<file path="src/hw/rtl/bfa_pkg.sv">
// ----------------------------------------------------------------------------
// bfa_pkg
// shared constants, status codes and control types of the allocator
// ----------------------------------------------------------------------------
`default_nettype none

package bfa_pkg;

	localparam int unsigned MAX_ALLOCS_DEF = 16;
	localparam int unsigned MAX_HOLES_DEF  = 17;
	localparam int unsigned MEM_UNITS_DEF  = 1000;

	localparam int unsigned UW     = 10;
	localparam int unsigned IDW    = 8;
	localparam int unsigned STW    = 3;
	localparam int unsigned HCNT_W = 5;
	localparam int unsigned AW     = 3;
	localparam int unsigned DW     = 32;

	localparam logic REG_TOTAL_SIZE = 1'b0;

	localparam logic [STW-1:0] ST_ALLOC    = 3'd0;
	localparam logic [STW-1:0] ST_FREED    = 3'd1;
	localparam logic [STW-1:0] ST_NO_TOTAL = 3'd2;
	localparam logic [STW-1:0] ST_NO_FIT   = 3'd3;
	localparam logic [STW-1:0] ST_UNKNOWN  = 3'd4;
	localparam logic [STW-1:0] ST_FULL     = 3'd5;

	typedef struct packed {
		logic           load;
		logic           find_step;
		logic           take_free;
		logic           best_step;
		logic           alloc_commit;
		logic           build_step;
		logic           div_init;
		logic           div_step;
		logic           status_we;
		logic [STW-1:0] status_code;
	} bfa_cmd_t;

	typedef struct packed {
		logic is_free;
		logic short_total;
		logic find_end;
		logic find_hit;
		logic best_end;
		logic best_none;
		logic table_full;
		logic build_done;
		logic div_end;
	} bfa_stat_t;

endpackage

`default_nettype wire

</file>
<file path="src/hw/rtl/bfa_ctrl.sv">
// ----------------------------------------------------------------------------
// bfa_ctrl
// request sequencer: dispatch, scans, hole list rebuild, divide, result
// ----------------------------------------------------------------------------
`default_nettype none

module bfa_ctrl (
	input  wire logic              clk,
	input  wire logic              arst_n,
	input  wire logic              start,
	input  wire bfa_pkg::bfa_stat_t stat,
	output bfa_pkg::bfa_cmd_t      cmd,
	output logic                   busy,
	output logic                   done
);

	localparam logic [3:0] S_IDLE  = 4'd0;
	localparam logic [3:0] S_DISP  = 4'd1;
	localparam logic [3:0] S_FIND  = 4'd2;
	localparam logic [3:0] S_BEST  = 4'd3;
	localparam logic [3:0] S_PICK  = 4'd4;
	localparam logic [3:0] S_BUILD = 4'd5;
	localparam logic [3:0] S_DIVI  = 4'd6;
	localparam logic [3:0] S_DIV   = 4'd7;
	localparam logic [3:0] S_DONE  = 4'd8;

	logic [3:0] state_q;
	logic [3:0] state_d;

	always_ff @(posedge clk or negedge arst_n) begin
		if (!arst_n) begin
			state_q <= S_IDLE;
		end else begin
			state_q <= state_d;
		end
	end

	always_comb begin
		cmd     = '0;
		state_d = state_q;
		unique case (state_q)
			S_IDLE: begin
				if (start) begin
					cmd.load = 1'b1;
					state_d  = S_DISP;
				end
			end
			S_DISP: begin
				if (stat.is_free) begin
					state_d = S_FIND;
				end else if (stat.short_total) begin
					cmd.status_we   = 1'b1;
					cmd.status_code = bfa_pkg::ST_NO_TOTAL;
					state_d         = S_DIVI;
				end else begin
					state_d = S_BEST;
				end
			end
			S_FIND: begin
				if (stat.find_end) begin
					cmd.status_we   = 1'b1;
					cmd.status_code = bfa_pkg::ST_UNKNOWN;
					state_d         = S_DIVI;
				end else if (stat.find_hit) begin
					cmd.take_free   = 1'b1;
					cmd.status_we   = 1'b1;
					cmd.status_code = bfa_pkg::ST_FREED;
					state_d         = S_BUILD;
				end else begin
					cmd.find_step = 1'b1;
				end
			end
			S_BEST: begin
				if (stat.best_end) begin
					state_d = S_PICK;
				end else begin
					cmd.best_step = 1'b1;
				end
			end
			S_PICK: begin
				cmd.status_we = 1'b1;
				if (stat.best_none) begin
					cmd.status_code = bfa_pkg::ST_NO_FIT;
					state_d         = S_DIVI;
				end else if (stat.table_full) begin
					cmd.status_code = bfa_pkg::ST_FULL;
					state_d         = S_DIVI;
				end else begin
					cmd.status_code  = bfa_pkg::ST_ALLOC;
					cmd.alloc_commit = 1'b1;
					state_d          = S_BUILD;
				end
			end
			S_BUILD: begin
				cmd.build_step = 1'b1;
				if (stat.build_done) begin
					state_d = S_DIVI;
				end
			end
			S_DIVI: begin
				cmd.div_init = 1'b1;
				state_d      = S_DIV;
			end
			S_DIV: begin
				cmd.div_step = 1'b1;
				if (stat.div_end) begin
					state_d = S_DONE;
				end
			end
			S_DONE: begin
				state_d = S_IDLE;
			end
			default: begin
				state_d = S_IDLE;
			end
		endcase
	end

	assign busy = (state_q != S_IDLE);
	assign done = (state_q == S_DONE);

endmodule

`default_nettype wire

</file>
<file path="src/hw/rtl/bfa_dpath.sv">
// ----------------------------------------------------------------------------
// bfa_dpath
// hole list banks, allocation table, scan counters and serial divider
// ----------------------------------------------------------------------------
`default_nettype none

module bfa_dpath #(
	parameter int unsigned MAX_ALLOCS = bfa_pkg::MAX_ALLOCS_DEF,
	parameter int unsigned MAX_HOLES  = bfa_pkg::MAX_HOLES_DEF,
	parameter int unsigned MEM_UNITS  = bfa_pkg::MEM_UNITS_DEF
) (
	input  wire logic                       clk,
	input  wire logic                       arst_n,
	input  wire bfa_pkg::bfa_cmd_t          cmd,
	input  wire logic                       cfg_we,
	input  wire logic [bfa_pkg::UW-1:0]     cfg_total,
	input  wire logic [bfa_pkg::IDW-1:0]    request_id,
	input  wire logic [bfa_pkg::UW-1:0]     request_size,
	output bfa_pkg::bfa_stat_t              stat,
	output logic [bfa_pkg::STW-1:0]         status,
	output logic [bfa_pkg::UW-1:0]          block_address,
	output logic [bfa_pkg::UW-1:0]          free_total,
	output logic [bfa_pkg::HCNT_W-1:0]      hole_count,
	output logic [bfa_pkg::UW-1:0]          average_hole,
	output logic [bfa_pkg::UW-1:0]          total_size
);

	localparam int unsigned UW  = bfa_pkg::UW;
	localparam int unsigned HIW = (MAX_HOLES > 1) ? $clog2(MAX_HOLES) : 1;
	localparam int unsigned HCW = $clog2(MAX_HOLES + 1);
	localparam int unsigned AIW = (MAX_ALLOCS > 1) ? $clog2(MAX_ALLOCS) : 1;
	localparam int unsigned ACW = $clog2(MAX_ALLOCS + 1);
	localparam int unsigned DCW = $clog2(UW);

	logic [UW-1:0] hs_q [2][MAX_HOLES];
	logic [UW-1:0] he_q [2][MAX_HOLES];
	logic [bfa_pkg::IDW-1:0] aid_q [MAX_ALLOCS];
	logic [UW-1:0] astart_q [MAX_ALLOCS];
	logic [UW-1:0] asize_q [MAX_ALLOCS];

	logic [UW-1:0]  total_q;
	logic [UW-1:0]  free_q;
	logic [HCW-1:0] holes_q;
	logic [ACW-1:0] cnt_q;
	logic           bank_q;
	logic           fresh_q;

	logic [bfa_pkg::IDW-1:0] req_id_q;
	logic [UW-1:0]  req_size_q;
	logic           is_free_q;
	logic [ACW-1:0] aidx_q;
	logic [AIW-1:0] slot_q;
	logic [UW-1:0]  bs_q;
	logic [UW-1:0]  be_q;
	logic [UW-1:0]  asz_q;
	logic [HCW-1:0] hi_q;
	logic [HCW-1:0] k_q;
	logic [UW-1:0]  last_e_q;
	logic           placed_q;
	logic           found_q;
	logic [HCW-1:0] best_q;
	logic [UW-1:0]  best_len_q;
	logic [UW-1:0]  best_start_q;
	logic [bfa_pkg::STW-1:0] status_q;
	logic [UW-1:0]  addr_q;
	logic [UW-1:0]  dq_q;
	logic [HCW-1:0] rem_q;
	logic [DCW-1:0] dcnt_q;

	logic [HIW-1:0] hidx;
	logic [AIW-1:0] aidx;
	logic [UW-1:0]  rd_s;
	logic [UW-1:0]  rd_e;
	logic [UW-1:0]  len;
	logic           fit;
	logic           at_end;
	logic           ins;
	logic           build_done;
	logic [UW-1:0]  el_s;
	logic [UW-1:0]  el_e;
	logic           el_ok;
	logic           merge;
	logic           room;
	logic [HCW-1:0] km1;
	logic [HCW:0]   rem_sh;
	logic [HCW:0]   rem_diff;
	logic           rem_ge;

	assign hidx = hi_q[HIW-1:0];
	assign aidx = aidx_q[AIW-1:0];
	assign rd_s = (fresh_q && hi_q == '0) ? '0 : hs_q[bank_q][hidx];
	assign rd_e = (fresh_q && hi_q == '0) ? total_q : he_q[bank_q][hidx];
	assign len  = rd_e - rd_s;
	assign fit  = (rd_e >= rd_s) && (len >= req_size_q) && (!found_q || len < best_len_q);

	assign at_end     = (hi_q == holes_q);
	assign ins        = is_free_q && !placed_q && (at_end || rd_s > bs_q);
	assign build_done = at_end && !(is_free_q && !placed_q);
	assign el_s = ins ? bs_q :
		((!is_free_q && hi_q == best_q) ? rd_s + req_size_q : rd_s);
	assign el_e  = ins ? be_q : rd_e;
	assign el_ok = (el_e > el_s);
	assign merge = (k_q != '0) && (last_e_q == el_s);
	assign room  = (k_q < HCW'(MAX_HOLES));
	assign km1   = k_q - 1'b1;

	assign rem_sh   = {rem_q, dq_q[UW-1]};
	assign rem_diff = rem_sh - {1'b0, holes_q};
	assign rem_ge   = (rem_sh >= {1'b0, holes_q});

	assign stat.is_free     = is_free_q;
	assign stat.short_total = (free_q < req_size_q);
	assign stat.find_end    = (aidx_q == cnt_q);
	assign stat.find_hit    = (aid_q[aidx] == req_id_q);
	assign stat.best_end    = at_end;
	assign stat.best_none   = !found_q;
	assign stat.table_full  = (cnt_q == ACW'(MAX_ALLOCS));
	assign stat.build_done  = build_done;
	assign stat.div_end     = (dcnt_q == DCW'(UW - 1));

	// payload stores
	always_ff @(posedge clk) begin
		if (cmd.build_step && !build_done && el_ok) begin
			if (merge) begin
				he_q[~bank_q][km1[HIW-1:0]] <= el_e;
			end else if (room) begin
				hs_q[~bank_q][k_q[HIW-1:0]] <= el_s;
				he_q[~bank_q][k_q[HIW-1:0]] <= el_e;
			end
		end
		if (cmd.alloc_commit) begin
			aid_q[cnt_q[AIW-1:0]]    <= req_id_q;
			astart_q[cnt_q[AIW-1:0]] <= best_start_q;
			asize_q[cnt_q[AIW-1:0]]  <= req_size_q;
		end
		if (cmd.build_step && build_done && is_free_q) begin
			for (int i = 0; i < int'(MAX_ALLOCS) - 1; i++) begin
				if (AIW'(i) >= slot_q) begin
					aid_q[i]    <= aid_q[i+1];
					astart_q[i] <= astart_q[i+1];
					asize_q[i]  <= asize_q[i+1];
				end
			end
		end
	end

	always_ff @(posedge clk or negedge arst_n) begin
		if (!arst_n) begin
			total_q      <= UW'(MEM_UNITS);
			free_q       <= UW'(MEM_UNITS);
			holes_q      <= HCW'(1);
			cnt_q        <= '0;
			bank_q       <= 1'b0;
			fresh_q      <= 1'b1;
			req_id_q     <= '0;
			req_size_q   <= '0;
			is_free_q    <= 1'b0;
			aidx_q       <= '0;
			slot_q       <= '0;
			bs_q         <= '0;
			be_q         <= '0;
			asz_q        <= '0;
			hi_q         <= '0;
			k_q          <= '0;
			last_e_q     <= '0;
			placed_q     <= 1'b0;
			found_q      <= 1'b0;
			best_q       <= '0;
			best_len_q   <= '0;
			best_start_q <= '0;
			status_q     <= bfa_pkg::ST_ALLOC;
			addr_q       <= '0;
			dq_q         <= '0;
			rem_q        <= '0;
			dcnt_q       <= '0;
		end else begin
			if (cfg_we) begin
				total_q <= cfg_total;
				free_q  <= cfg_total;
				holes_q <= (cfg_total != '0) ? HCW'(1) : '0;
				cnt_q   <= '0;
				fresh_q <= 1'b1;
			end
			if (cmd.load) begin
				req_id_q   <= request_id;
				req_size_q <= request_size;
				is_free_q  <= (request_size == '0);
				aidx_q     <= '0;
				hi_q       <= '0;
				found_q    <= 1'b0;
				addr_q     <= '0;
			end
			if (cmd.find_step) begin
				aidx_q <= aidx_q + 1'b1;
			end
			if (cmd.take_free) begin
				slot_q   <= aidx;
				bs_q     <= astart_q[aidx];
				asz_q    <= asize_q[aidx];
				be_q     <= astart_q[aidx] + asize_q[aidx];
				addr_q   <= astart_q[aidx];
				hi_q     <= '0;
				k_q      <= '0;
				placed_q <= 1'b0;
			end
			if (cmd.best_step) begin
				hi_q <= hi_q + 1'b1;
				if (fit) begin
					found_q      <= 1'b1;
					best_q       <= hi_q;
					best_len_q   <= len;
					best_start_q <= rd_s;
				end
			end
			if (cmd.alloc_commit) begin
				addr_q   <= best_start_q;
				free_q   <= free_q - req_size_q;
				cnt_q    <= cnt_q + 1'b1;
				hi_q     <= '0;
				k_q      <= '0;
				placed_q <= 1'b0;
			end
			if (cmd.build_step) begin
				if (build_done) begin
					holes_q <= k_q;
					bank_q  <= ~bank_q;
					fresh_q <= 1'b0;
					if (is_free_q) begin
						free_q <= free_q + asz_q;
						cnt_q  <= cnt_q - 1'b1;
					end
				end else begin
					if (ins) begin
						placed_q <= 1'b1;
					end else begin
						hi_q <= hi_q + 1'b1;
					end
					if (el_ok && (merge || room)) begin
						last_e_q <= el_e;
						if (!merge) begin
							k_q <= k_q + 1'b1;
						end
					end
				end
			end
			if (cmd.status_we) begin
				status_q <= cmd.status_code;
			end
			if (cmd.div_init) begin
				dq_q   <= free_q;
				rem_q  <= '0;
				dcnt_q <= '0;
			end
			if (cmd.div_step) begin
				dq_q   <= {dq_q[UW-2:0], rem_ge};
				rem_q  <= rem_ge ? rem_diff[HCW-1:0] : rem_sh[HCW-1:0];
				dcnt_q <= dcnt_q + 1'b1;
			end
		end
	end

	assign status        = status_q;
	assign block_address = addr_q;
	assign free_total    = free_q;
	assign hole_count    = bfa_pkg::HCNT_W'(holes_q);
	assign average_hole  = (holes_q == '0) ? '0 : dq_q;
	assign total_size    = total_q;

endmodule

`default_nettype wire

</file>
<file path="src/hw/rtl/best_fit_allocator_top.sv">
// free: table search for the id, then, on a hit, the hole list rebuild
// allocate: unless free space is short, best-fit scan over the holes; if placed, the hole list rebuild
// every request ends in a 10-step serial divide for the average hole size
// next request taken in the cycle after done; none is taken while busy
// reset: one hole covering the whole memory, empty table, no clearing pass, results cannot stall
// ----------------------------------------------------------------------------
// best_fit_allocator_top
// best-fit contiguous allocator with sorted, merged hole list
// ----------------------------------------------------------------------------
`default_nettype none

module best_fit_allocator_top #(
	parameter int unsigned MAX_ALLOCS = bfa_pkg::MAX_ALLOCS_DEF,
	parameter int unsigned MAX_HOLES  = bfa_pkg::MAX_HOLES_DEF,
	parameter int unsigned MEM_UNITS  = bfa_pkg::MEM_UNITS_DEF
) (
	input  wire logic                       clk,
	input  wire logic                       arst_n,
	input  wire logic                       psel,
	input  wire logic                       penable,
	input  wire logic                       pwrite,
	input  wire logic [bfa_pkg::AW-1:0]     paddr,
	input  wire logic [bfa_pkg::DW-1:0]     pwdata,
	output logic [bfa_pkg::DW-1:0]          prdata,
	output logic                            pready,
	input  wire logic                       start,
	output logic                            busy,
	input  wire logic [bfa_pkg::IDW-1:0]    request_id,
	input  wire logic [bfa_pkg::UW-1:0]     request_size,
	output logic                            done,
	output logic [bfa_pkg::STW-1:0]         status,
	output logic [bfa_pkg::UW-1:0]          block_address,
	output logic [bfa_pkg::UW-1:0]          free_total,
	output logic [bfa_pkg::HCNT_W-1:0]      hole_count,
	output logic [bfa_pkg::UW-1:0]          average_hole
);

	bfa_pkg::bfa_cmd_t  cmd;
	bfa_pkg::bfa_stat_t stat;
	logic                   cfg_we;
	logic                   sel_total;
	logic [bfa_pkg::UW-1:0] total_size;

	assign pready    = 1'b1;
	assign sel_total = (paddr[2] == bfa_pkg::REG_TOTAL_SIZE) && (paddr[1:0] == 2'b00);
	assign cfg_we    = psel && penable && pwrite && sel_total;
	assign prdata    = sel_total ? {{(bfa_pkg::DW - bfa_pkg::UW){1'b0}}, total_size} : '0;

	bfa_ctrl u_ctrl (
		.clk    (clk),
		.arst_n (arst_n),
		.start  (start),
		.stat   (stat),
		.cmd    (cmd),
		.busy   (busy),
		.done   (done)
	);

	bfa_dpath #(
		.MAX_ALLOCS (MAX_ALLOCS),
		.MAX_HOLES  (MAX_HOLES),
		.MEM_UNITS  (MEM_UNITS)
	) u_dpath (
		.clk           (clk),
		.arst_n        (arst_n),
		.cmd           (cmd),
		.cfg_we        (cfg_we),
		.cfg_total     (pwdata[bfa_pkg::UW-1:0]),
		.request_id    (request_id),
		.request_size  (request_size),
		.stat          (stat),
		.status        (status),
		.block_address (block_address),
		.free_total    (free_total),
		.hole_count    (hole_count),
		.average_hole  (average_hole),
		.total_size    (total_size)
	);

endmodule

`default_nettype wire

</file>
<file path="config.mk">
export PLATFORM = sky130hd
export DESIGN_NAME = best_fit_allocator_top
export DESIGN_NICKNAME = d
export VERILOG_FILES = /design/src/hw/rtl/bfa_pkg.sv /design/src/hw/rtl/bfa_ctrl.sv /design/src/hw/rtl/bfa_dpath.sv /design/src/hw/rtl/best_fit_allocator_top.sv
export SDC_FILE = /design/constraint.sdc
export NUM_CORES = 2
export LEC_CHECK = 0
export ABC_AREA = 0
export BUFFER_PORTS_ARGS = -buffer_cell sky130_fd_sc_hd__buf_2
export CAP_MARGIN = 15
export CELL_PAD_IN_SITES_DETAIL_PLACEMENT = 0
export CELL_PAD_IN_SITES_GLOBAL_PLACEMENT = 1
export CORE_MARGIN = 10
export CORE_UTILIZATION = 30
export CTS_BUF_LIST = sky130_fd_sc_hd__clkbuf_8
export CTS_CLUSTER_SIZE = 20
export DETAILED_ROUTE_END_ITERATION = 8
export PLACE_DENSITY_LB_ADDON = 0.15
export SYNTH_ARGS = -nofsm -noshare
export SYNTH_HDL_FRONTEND = slang
export SYNTH_HIERARCHICAL = 1
export SYNTH_SLANG_ARGS = --single-unit
export TNS_END_PERCENT = 30
</file>
<file path="constraint.sdc">
create_clock -name clk -period 12.95 [get_ports clk]
set_input_delay 0 -clock clk [delete_from_list [all_inputs] [get_ports clk]]
set_output_delay 0 -clock clk [all_outputs]
set_load 0.005 [all_outputs]
</file>
Word-level counts from Yosys, hierarchy flattened
Memories as Yosys holds them, arrays and structs flattened.
Index checks and enable logic that the tools add are counted.
- register bits after elaboration: 173
- RAM bits: 1128
- bits of input ports: 59
- output and inout port bits: 73
- word-level logic and storage cells: 647
- memories kept: 5
- add/subtract/negate cells: 13
- $lt $le $gt $ge: 28
- equality and inequality tests: 20
- muxes and demuxes: 332
- bitwise gates (word level): 176
- reductions and logical operators: 45
- memory list (name ; words ; bits a word ; read ports ; clocked after memory_dff ; write ports ; RTL line ; source):
    u_dpath.he_q ; 2 ; 170 ; 1 ; 0 ; 1 ; bfa_dpath.sv:36 ; logic [UW-1:0] he_q [2][MAX_HOLES];
    u_dpath.hs_q ; 2 ; 170 ; 1 ; 0 ; 1 ; bfa_dpath.sv:35 ; logic [UW-1:0] hs_q [2][MAX_HOLES];
    u_dpath.asize_q ; 16 ; 10 ; 16 ; 0 ; 15 ; bfa_dpath.sv:39 ; logic [UW-1:0] asize_q [MAX_ALLOCS];
    u_dpath.astart_q ; 16 ; 10 ; 16 ; 0 ; 15 ; bfa_dpath.sv:38 ; logic [UW-1:0] astart_q [MAX_ALLOCS];
    u_dpath.aid_q ; 16 ; 8 ; 16 ; 0 ; 15 ; bfa_dpath.sv:37 ; logic [bfa_pkg::IDW-1:0] aid_q [MAX_ALLOCS];
- operators with widths (kind ; count):
    170-bit 2-to-1 mux ; 2
    10-bit 2-to-1 mux ; 25
    1-bit 2-to-1 mux ; 249
    1-bit bitwise OR ; 170
    5-bit 2-to-1 mux ; 26
    10-bit binary-select mux with 5-bit select ; 2
    10-bit demux with 5-bit select ; 2
    4-bit 2-to-1 mux ; 15
    4-bit one-hot mux with 8 select lines ; 1
    10-bit adder ; 3
    4-bit >= comparator (first input constant) ; 7
    5-bit by 1-bit adder with 5-bit output (second input constant) ; 4
    10-bit >= comparator ; 2
    10-bit > comparator ; 2
    10-bit less-than comparator ; 2
    10-bit OR reduction ; 2
    10-bit subtractor ; 2
    1-bit logical AND ; 19
    6-bit >= comparator (second input constant) ; 3
    5-bit inverter with 6-bit output ; 3
    4-bit by 3-bit == test with 1-bit output (second input constant) ; 4
    3-bit by 4-bit >= comparator with 1-bit output (first input constant) ; 4
    5-bit == test ; 3
    6-bit by 1-bit less-than comparator with 1-bit output (second input constant) ; 2
    other kinds (36) ; 60

Longest topological paths before layout
- depth in word-level cells: 16
- depth in mapped cells: 37
- mapped depth without buffers: 26

Modules after synthesis
The synthesis kept the hierarchy.
- by module, submodules not included (module ; times used ; cells an instance ; area each (um^2) ; sequential area each (um^2)):
    bfa_dpath ; 1 ; 3726 ; 60385.4 ; 38119.1
    bfa_ctrl ; 1 ; 64 ; 495.5 ; 100.1
    best_fit_allocator_top ; 1 ; 38 ; 269.0 ; 0.0

Least setup slack after synthesis
No wires, ideal clock.
- path type: reg-to-reg
- start: register u_dpath.hi_q[0]
- end: memory u_dpath/hs_q[0][110] (netlist bit), enable pin
- library setup time: 390 ps
- arrival time: 9067 ps
- required time: 12560 ps
- path slack: 3493 ps
- cell stages (with the launch flop): 33
- buffers on the path: 13
- period minus slack after synthesis: 9457 ps
- cells stage by stage: dfrtp_1 -> buf_4 -> buf_6 -> buf_6 -> buf_6 -> buf_4 -> buf_2 -> buf_1 -> buf_2 -> inv_1 -> ha_1 -> nand2_1 -> nor3_1 -> clkbuf_1 -> clkbuf_1 -> a21oi_1 -> ha_1 -> nand4_1 -> or3_1 -> a22oi_1 -> a21oi_1 -> clkbuf_1 -> buf_1 -> a21boi_0 -> inv_1 -> ha_1 -> and4_1 -> and4_1 -> a211o_1 -> nor2_1 -> clkbuf_1 -> nand3_1 -> nor3_1
- cells in the longest elaborated chain, start to end: 14
- elaborated cells between the ends (all ways): 31
- those cells by class: add/sub (1); order compare (2); eq/ne (3); mux (14); bitwise (1); reduce/logical (10)
- RTL lines (element ; RTL line ; source):
    start: declaration ; bfa_dpath.sv:56 ; logic [HCW-1:0] hi_q;
    start signal: assignment ; bfa_dpath.sv:207 ; hi_q <= hi_q + 1'b1;
    start signal: assignment ; bfa_dpath.sv:236 ; hi_q <= hi_q + 1'b1;
    5-bit inverter with 6-bit output (not written as such) ; bfa_dpath.sv:91 ; assign rd_s = (fresh_q && hi_q == '0) ? '0 : hs_q[bank_q][hidx];
    10-bit binary-select mux with 5-bit select ; bfa_dpath.sv:91 ;
    10-bit 2-to-1 mux (not written as such) (2 in series) ; bfa_dpath.sv:91 ;
    10-bit 2-to-1 mux (*) ; bfa_dpath.sv:91 ;
    net u_dpath.rd_s[7] ; bfa_dpath.sv:72 ; logic [UW-1:0] rd_s;
    10-bit > comparator (*) ; bfa_dpath.sv:97 ; assign ins = is_free_q && !placed_q && (at_end || rd_s > bs_q);
    1-bit logical OR (*) ; bfa_dpath.sv:97 ;
    1-bit logical AND (*) ; bfa_dpath.sv:97 ;
    10-bit 2-to-1 mux (*) ; bfa_dpath.sv:99 ; assign el_s = ins ? bs_q :
    net u_dpath.el_s[6] ; bfa_dpath.sv:79 ; logic [UW-1:0] el_s;
    parallel branches: the longest is 3 deep, another holds 10-bit > comparator ; - ;
    1-bit 2-to-1 mux (*) ; bfa_dpath.sv:123 ; if (cmd.build_step && !build_done && el_ok) begin
    170-bit 2-to-1 mux (not written as such) (*) ; bfa_dpath.sv:127 ; hs_q[~bank_q][k_q[HIW-1:0]] <= el_s;
    end: declaration ; bfa_dpath.sv:35 ;
Mark *: on every way through the listed nets, which the timed path passes. The select of a mux whose other input is x is not followed.

Worst setup path after layout
- start: register u_dpath.bank_q
- end: memory u_dpath/hs_q[0][133] (netlist bit), enable pin
- cells in the longest elaborated chain, start to end: 14
- elaborated cells between the ends (all ways): 25
- those cells by class: add/sub (1); order compare (2); eq/ne (1); mux (14); bitwise (1); reduce/logical (4); memory (2)
- RTL lines (element ; RTL line ; source):
    start: declaration ; bfa_dpath.sv:45 ; logic bank_q;
    start signal: assignment ; bfa_dpath.sv:226 ; bank_q <= ~bank_q;
    memory 2 x 170 bit (*) ; - ;
    10-bit binary-select mux with 5-bit select (*) ; bfa_dpath.sv:91 ;
    10-bit 2-to-1 mux (not written as such) (*) (2 in series) ; bfa_dpath.sv:91 ;
    10-bit 2-to-1 mux (*) ; bfa_dpath.sv:91 ;
    net u_dpath.rd_s[7] ; bfa_dpath.sv:72 ;
    10-bit > comparator (*) ; bfa_dpath.sv:97 ;
    1-bit logical OR (*) ; bfa_dpath.sv:97 ;
    1-bit logical AND (*) ; bfa_dpath.sv:97 ;
    10-bit 2-to-1 mux (*) ; bfa_dpath.sv:99 ;
    net u_dpath.el_s[1] ; bfa_dpath.sv:79 ;
    parallel branches: the longest is 3 deep, another holds 10-bit > comparator ; - ;
    1-bit 2-to-1 mux (*) ; bfa_dpath.sv:123 ;
    170-bit 2-to-1 mux (not written as such) (*) ; bfa_dpath.sv:127 ;
Marked as above.

==> flow_metrics.env <==
export IMPL_crit_top_cell="o21a_1"
export IMPL_yosysMostFrequentCell="edfxtp_1"
export IMPL_cts_repair_resized=0
export IMPL_io_pins=132
export IMPL_cts_made_buffers=233
export IMPL_finalSetupTns_ns=0
export IMPL_avgSynthCellArea_um2=16.0
export IMPL_ys_seq_area_share_pct=62.5
export IMPL_p_comb_share_pct=43.5
export IMPL_synth_area_top_cells="edfxtp_1, mux4_2, mux2_2"
export IMPL_critPathBufInv=2
export IMPL_total_power_mw=18.6
export IMPL_cpPeakStageDelay_ns=1.06
export IMPL_ys_ff_latch=1301
export IMPL_grt_pass1_wl_um=276000
export IMPL_min_path_type="input port to register"
export IMPL_cts_buffer_depth=3
export IMPL_drv_slew=0
export IMPL_antenna_found_initial=9
export IMPL_period_share_pct=81.9
export IMPL_die_area_um2=222000
export IMPL_yosysUniqueCellTypes=96
export IMPL_syn_to_final_growth_pct=15.5
export IMPL_yosysTopAreaCell="edfxtp_1"
export IMPL_arrival_ns=11.18
export IMPL_pwr_share_clk_pct=20.3
export IMPL_wl_um=191000
export IMPL_via_count=35404
export IMPL_coreArea_um2=203000
export IMPL_clk_pin_slew_ns=0.06
export IMPL_dieHeight_um=471
export IMPL_design_area_um2=70600
export IMPL_drt_drc_violations_left=0
export IMPL_floorplan_initialDensity_pct=30.2
export IMPL_fp_row_count=165
export IMPL_yosys_warnings=6
export IMPL_maxCapViolations=0
export IMPL_switchingPower_mw=7.43
export IMPL_critical_path_top_delay_family="simple AND/OR/NAND/NOR gates"
export IMPL_worst_slew_pin_slew_ns=1.09
export IMPL_p_seq_share_pct=36.2
export IMPL_required_ns=13.52
export IMPL_synth_area_um2=61100
export IMPL_rsz0062_at_grt="no"
export IMPL_cts_tree="built"
export IMPL_ir_worst_vdd_mv=0.455
export IMPL_ant_nets=0
export IMPL_critPathSlowestCell="nor2b_1"
export IMPL_timing_fmax_mhz=94.3
export IMPL_nNetsFinal=4312
export IMPL_synth_edf_count=1128
export IMPL_period_minus_slack_ns=10.61
export IMPL_power_density_nw_per_um2=264
export IMPL_drive_above_1_share_pct=32.1
export IMPL_crit_chain="buf_4 > mux4_2 > mux4_2 > o21ai_1 > a21oi_1 > ha_1 > nand4_1 > or3_1 > a22oi_1 > a21o_1 > mux2_2 > inv_1 > ha_1 > nor2b_1 > o21a_1 > o21a_1 > o21a_1 > o21a_1 > o21ai_0 > a211o_1 > nor2_1 > nand3_1 > nor2b_1"
export IMPL_hold_viol=0
export IMPL_cts_root_buffer="clkbuf_8"
export IMPL_crit_fanout=40
export IMPL_drt_pass1_iter_count=6
export IMPL_wire_per_inst_um=27.3
export IMPL_p_leak_nw=24.5
export IMPL_die_w_um=471
export IMPL_finalSetupViolCount=0
export IMPL_synthArstFlopShare_pct=13.3
export IMPL_internal_power_mw=11.2
export IMPL_critPathKind="register to register"
export IMPL_cp_end_kind="register"
export IMPL_numPortBuffers=86
export IMPL_clock_sinks=1301
export IMPL_outcome="finished clean"
export IMPL_layout_setup_ws_ns=2.34
export IMPL_dpl_cell_area_um2=65000
export IMPL_drtIter0Drc=2475
export IMPL_switching_share_pct=39.8
export IMPL_synth_cells=3828
export IMPL_cts_htree_levels=4
export IMPL_grtUsageTotal_pct=16.9
export IMPL_ff_latch_area_um2=38200
export IMPL_grt_max_degree=76
export IMPL_yosys_most_used_dff="edfxtp_1"
export IMPL_dp_hpwl_um=119000
export IMPL_place_congestion=0.777
export IMPL_clock_latency_ns=1.03
export IMPL_multi_input_area_um2=21500
export IMPL_slew_headroom_pct=26.9
export IMPL_fillers=19487
export IMPL_synth_common_cells="edfxtp_1, mux2_2, mux4_2, nand2_1, o21ai_0"
export IMPL_via_per_inst=5.04
export IMPL_grt_overflow=0
export IMPL_fin_worst_skew_ns=0.0773
export IMPL_yosysTopAreaCellShare_pct=55.4
export IMPL_dp_slack_ns=2.29
export IMPL_r2r_slack_ns=2.34
export IMPL_first_global_vias=36930
export IMPL_start_kind="register"
area by class of cell:
| type | count | share of cell area [%] |
|---|---|---|
| multi-input cells | 2159 | 30.4 |
| clock buffers | 246 | 4.79 |
| repair buffers | 326 | 3.60 |
| flip-flops and latches | 1301 | 54.1 |
| inverters | 119 | 0.632 |
| well taps | 2672 | 4.73 |
| diodes | 9 | 0.0319 |
| clock inverters | 189 | 1.64 |
through the flow:
stage,hold WS (ns),std cells,util [%]
final,0.0941,7021,34.9
after global routing,0.0482,7015,34.9
after CTS,0.00615,7011,34.9
after detailed placement,0.134,6469,32.1
after global placement,0.130,6468,32.1
after floorplan,-0.296,3849,-
timing repair:
action / in CTS / in global routing
buffers inserted: 0 / 0
hold endpoints to repair: 192 / 0
hold buffers: 107 / 0
routing by layer:
layer	part of all wire (%)	GRT usage (%)	vias up
met5	0	0	-
met3	3.8	2.83	263
li1	-	-	15653
met2	49	28.6	745
met1	44	22.2	18743
met4	2.4	4.57	0
logic make-up (layout without fill, tap and decap cells):
family	count (synthesis)	in the layout	synth area share (%)
fa+ha+maj	113	113	2.39
other cells	2	32	0.0123
simple gates	610	610	4.84
buf+inv	389	880	2.83
compound gates	492	492	5.31
flops	1301	1301	62.5
xor+xnor	70	70	1.00
mux	851	851	21.1
cell usage in the layout (no fill, tap or decap), types with 18 or more instances in the layout:
| master | instances |
|---|---|
| edfxtp_1 | 1128 |
| mux2_2 | 475 |
| mux4_2 | 303 |
| clkbuf_8 | 246 |
| nand2_1 | 223 |
| inv_1 | 205 |
| o21ai_0 | 168 |
| dfrtp_1 | 151 |
| buf_4 | 130 |
| nor2_1 | 117 |
| ha_1 | 107 |
| dlygate4sd3_1 | 106 |
| buf_2 | 86 |
| mux2i_1 | 68 |
| a21oi_1 | 66 |
| clkinv_1 | 50 |
| xnor2_1 | 47 |
| nand3_1 | 38 |
| nor2b_1 | 35 |
| a22oi_1 | 35 |
| clkinv_2 | 25 |
| nor3_1 | 25 |
| conb_1 | 23 |
| nand2b_1 | 23 |
| xor2_1 | 23 |
| and2_1 | 21 |
| nand2_2 | 21 |
| o31ai_1 | 18 |
final timing paths:
path | startpoint | end | cells after the start
max | u_dpath/bank_q$_DFFE_PN0P_ | u_dpath/hs_q[0][133]$_DFFE_PP_ | 23
min | start | u_ctrl/state_q[1]$_DFFE_PN0P_ | 6
max reg2reg | u_dpath/bank_q$_DFFE_PN0P_ | u_dpath/hs_q[0][133]$_DFFE_PP_ | 23
min reg2reg | u_dpath/placed_q$_DFF_PN0_ | u_dpath/placed_q$_DFF_PN0_ | 1
max in group asynchronous | arst_n | u_dpath/block_address[8]$_DFFE_PN0P_ | 5
min in group asynchronous | arst_n | u_dpath/free_total[7]$_DFF_PN1_ | 3
flip-flops by register name, indices dropped and copies added, names as in the netlist, 8 cells and up:
name	flops
u_dpath/aid_q	128
u_dpath/asize_q	160
u_dpath/astart_q	160
u_dpath/asz_q	10
u_dpath/be_q	10
u_dpath/best_len_q	10
u_dpath/best_start_q	10
u_dpath/block_address	10
u_dpath/bs_q	10
u_dpath/dq_q	10
u_dpath/free_total	10
u_dpath/he_q	340
u_dpath/hs_q	340
u_dpath/last_e_q	10
u_dpath/req_id_q	8
u_dpath/req_size_q	10
u_dpath/total_size	10
worst register-to-register path, cell delays in order (launching register included):
cell	delay (ns)
dfrtp_4	1.01
buf_4	0.59
mux4_2	0.59
mux4_2	0.57
o21ai_1	0.34
a21oi_1	0.27
ha_1	0.37
nand4_1	0.12
or3_1	0.39
a22oi_1	0.48
a21o_1	0.55
mux2_2	0.77
inv_1	0.12
ha_1	0.32
nor2b_1	0.13
o21a_1	0.12
o21a_1	0.10
o21a_1	0.10
o21a_1	0.10
o21ai_0	0.10
a211o_1	0.42
nor2_1	0.72
nand3_1	0.81
nor2b_1	1.07
power by group through the flow:
| stage | Clock [mW] | Combinational (mW) | Sequential, mW |
|---|---|---|---|
| after floorplan | 0 | 5.30 | 6.53 |
| after global placement | 0 | 8.06 | 6.84 |
| after detailed placement | 0 | 8.11 | 6.84 |
| after CTS | 3.93 | 8.22 | 6.76 |
| after global routing | 4.13 | 8.88 | 6.81 |
| final | 3.79 | 8.11 | 6.75 |
No activity file was read; power rests on OpenSTA's default activity.
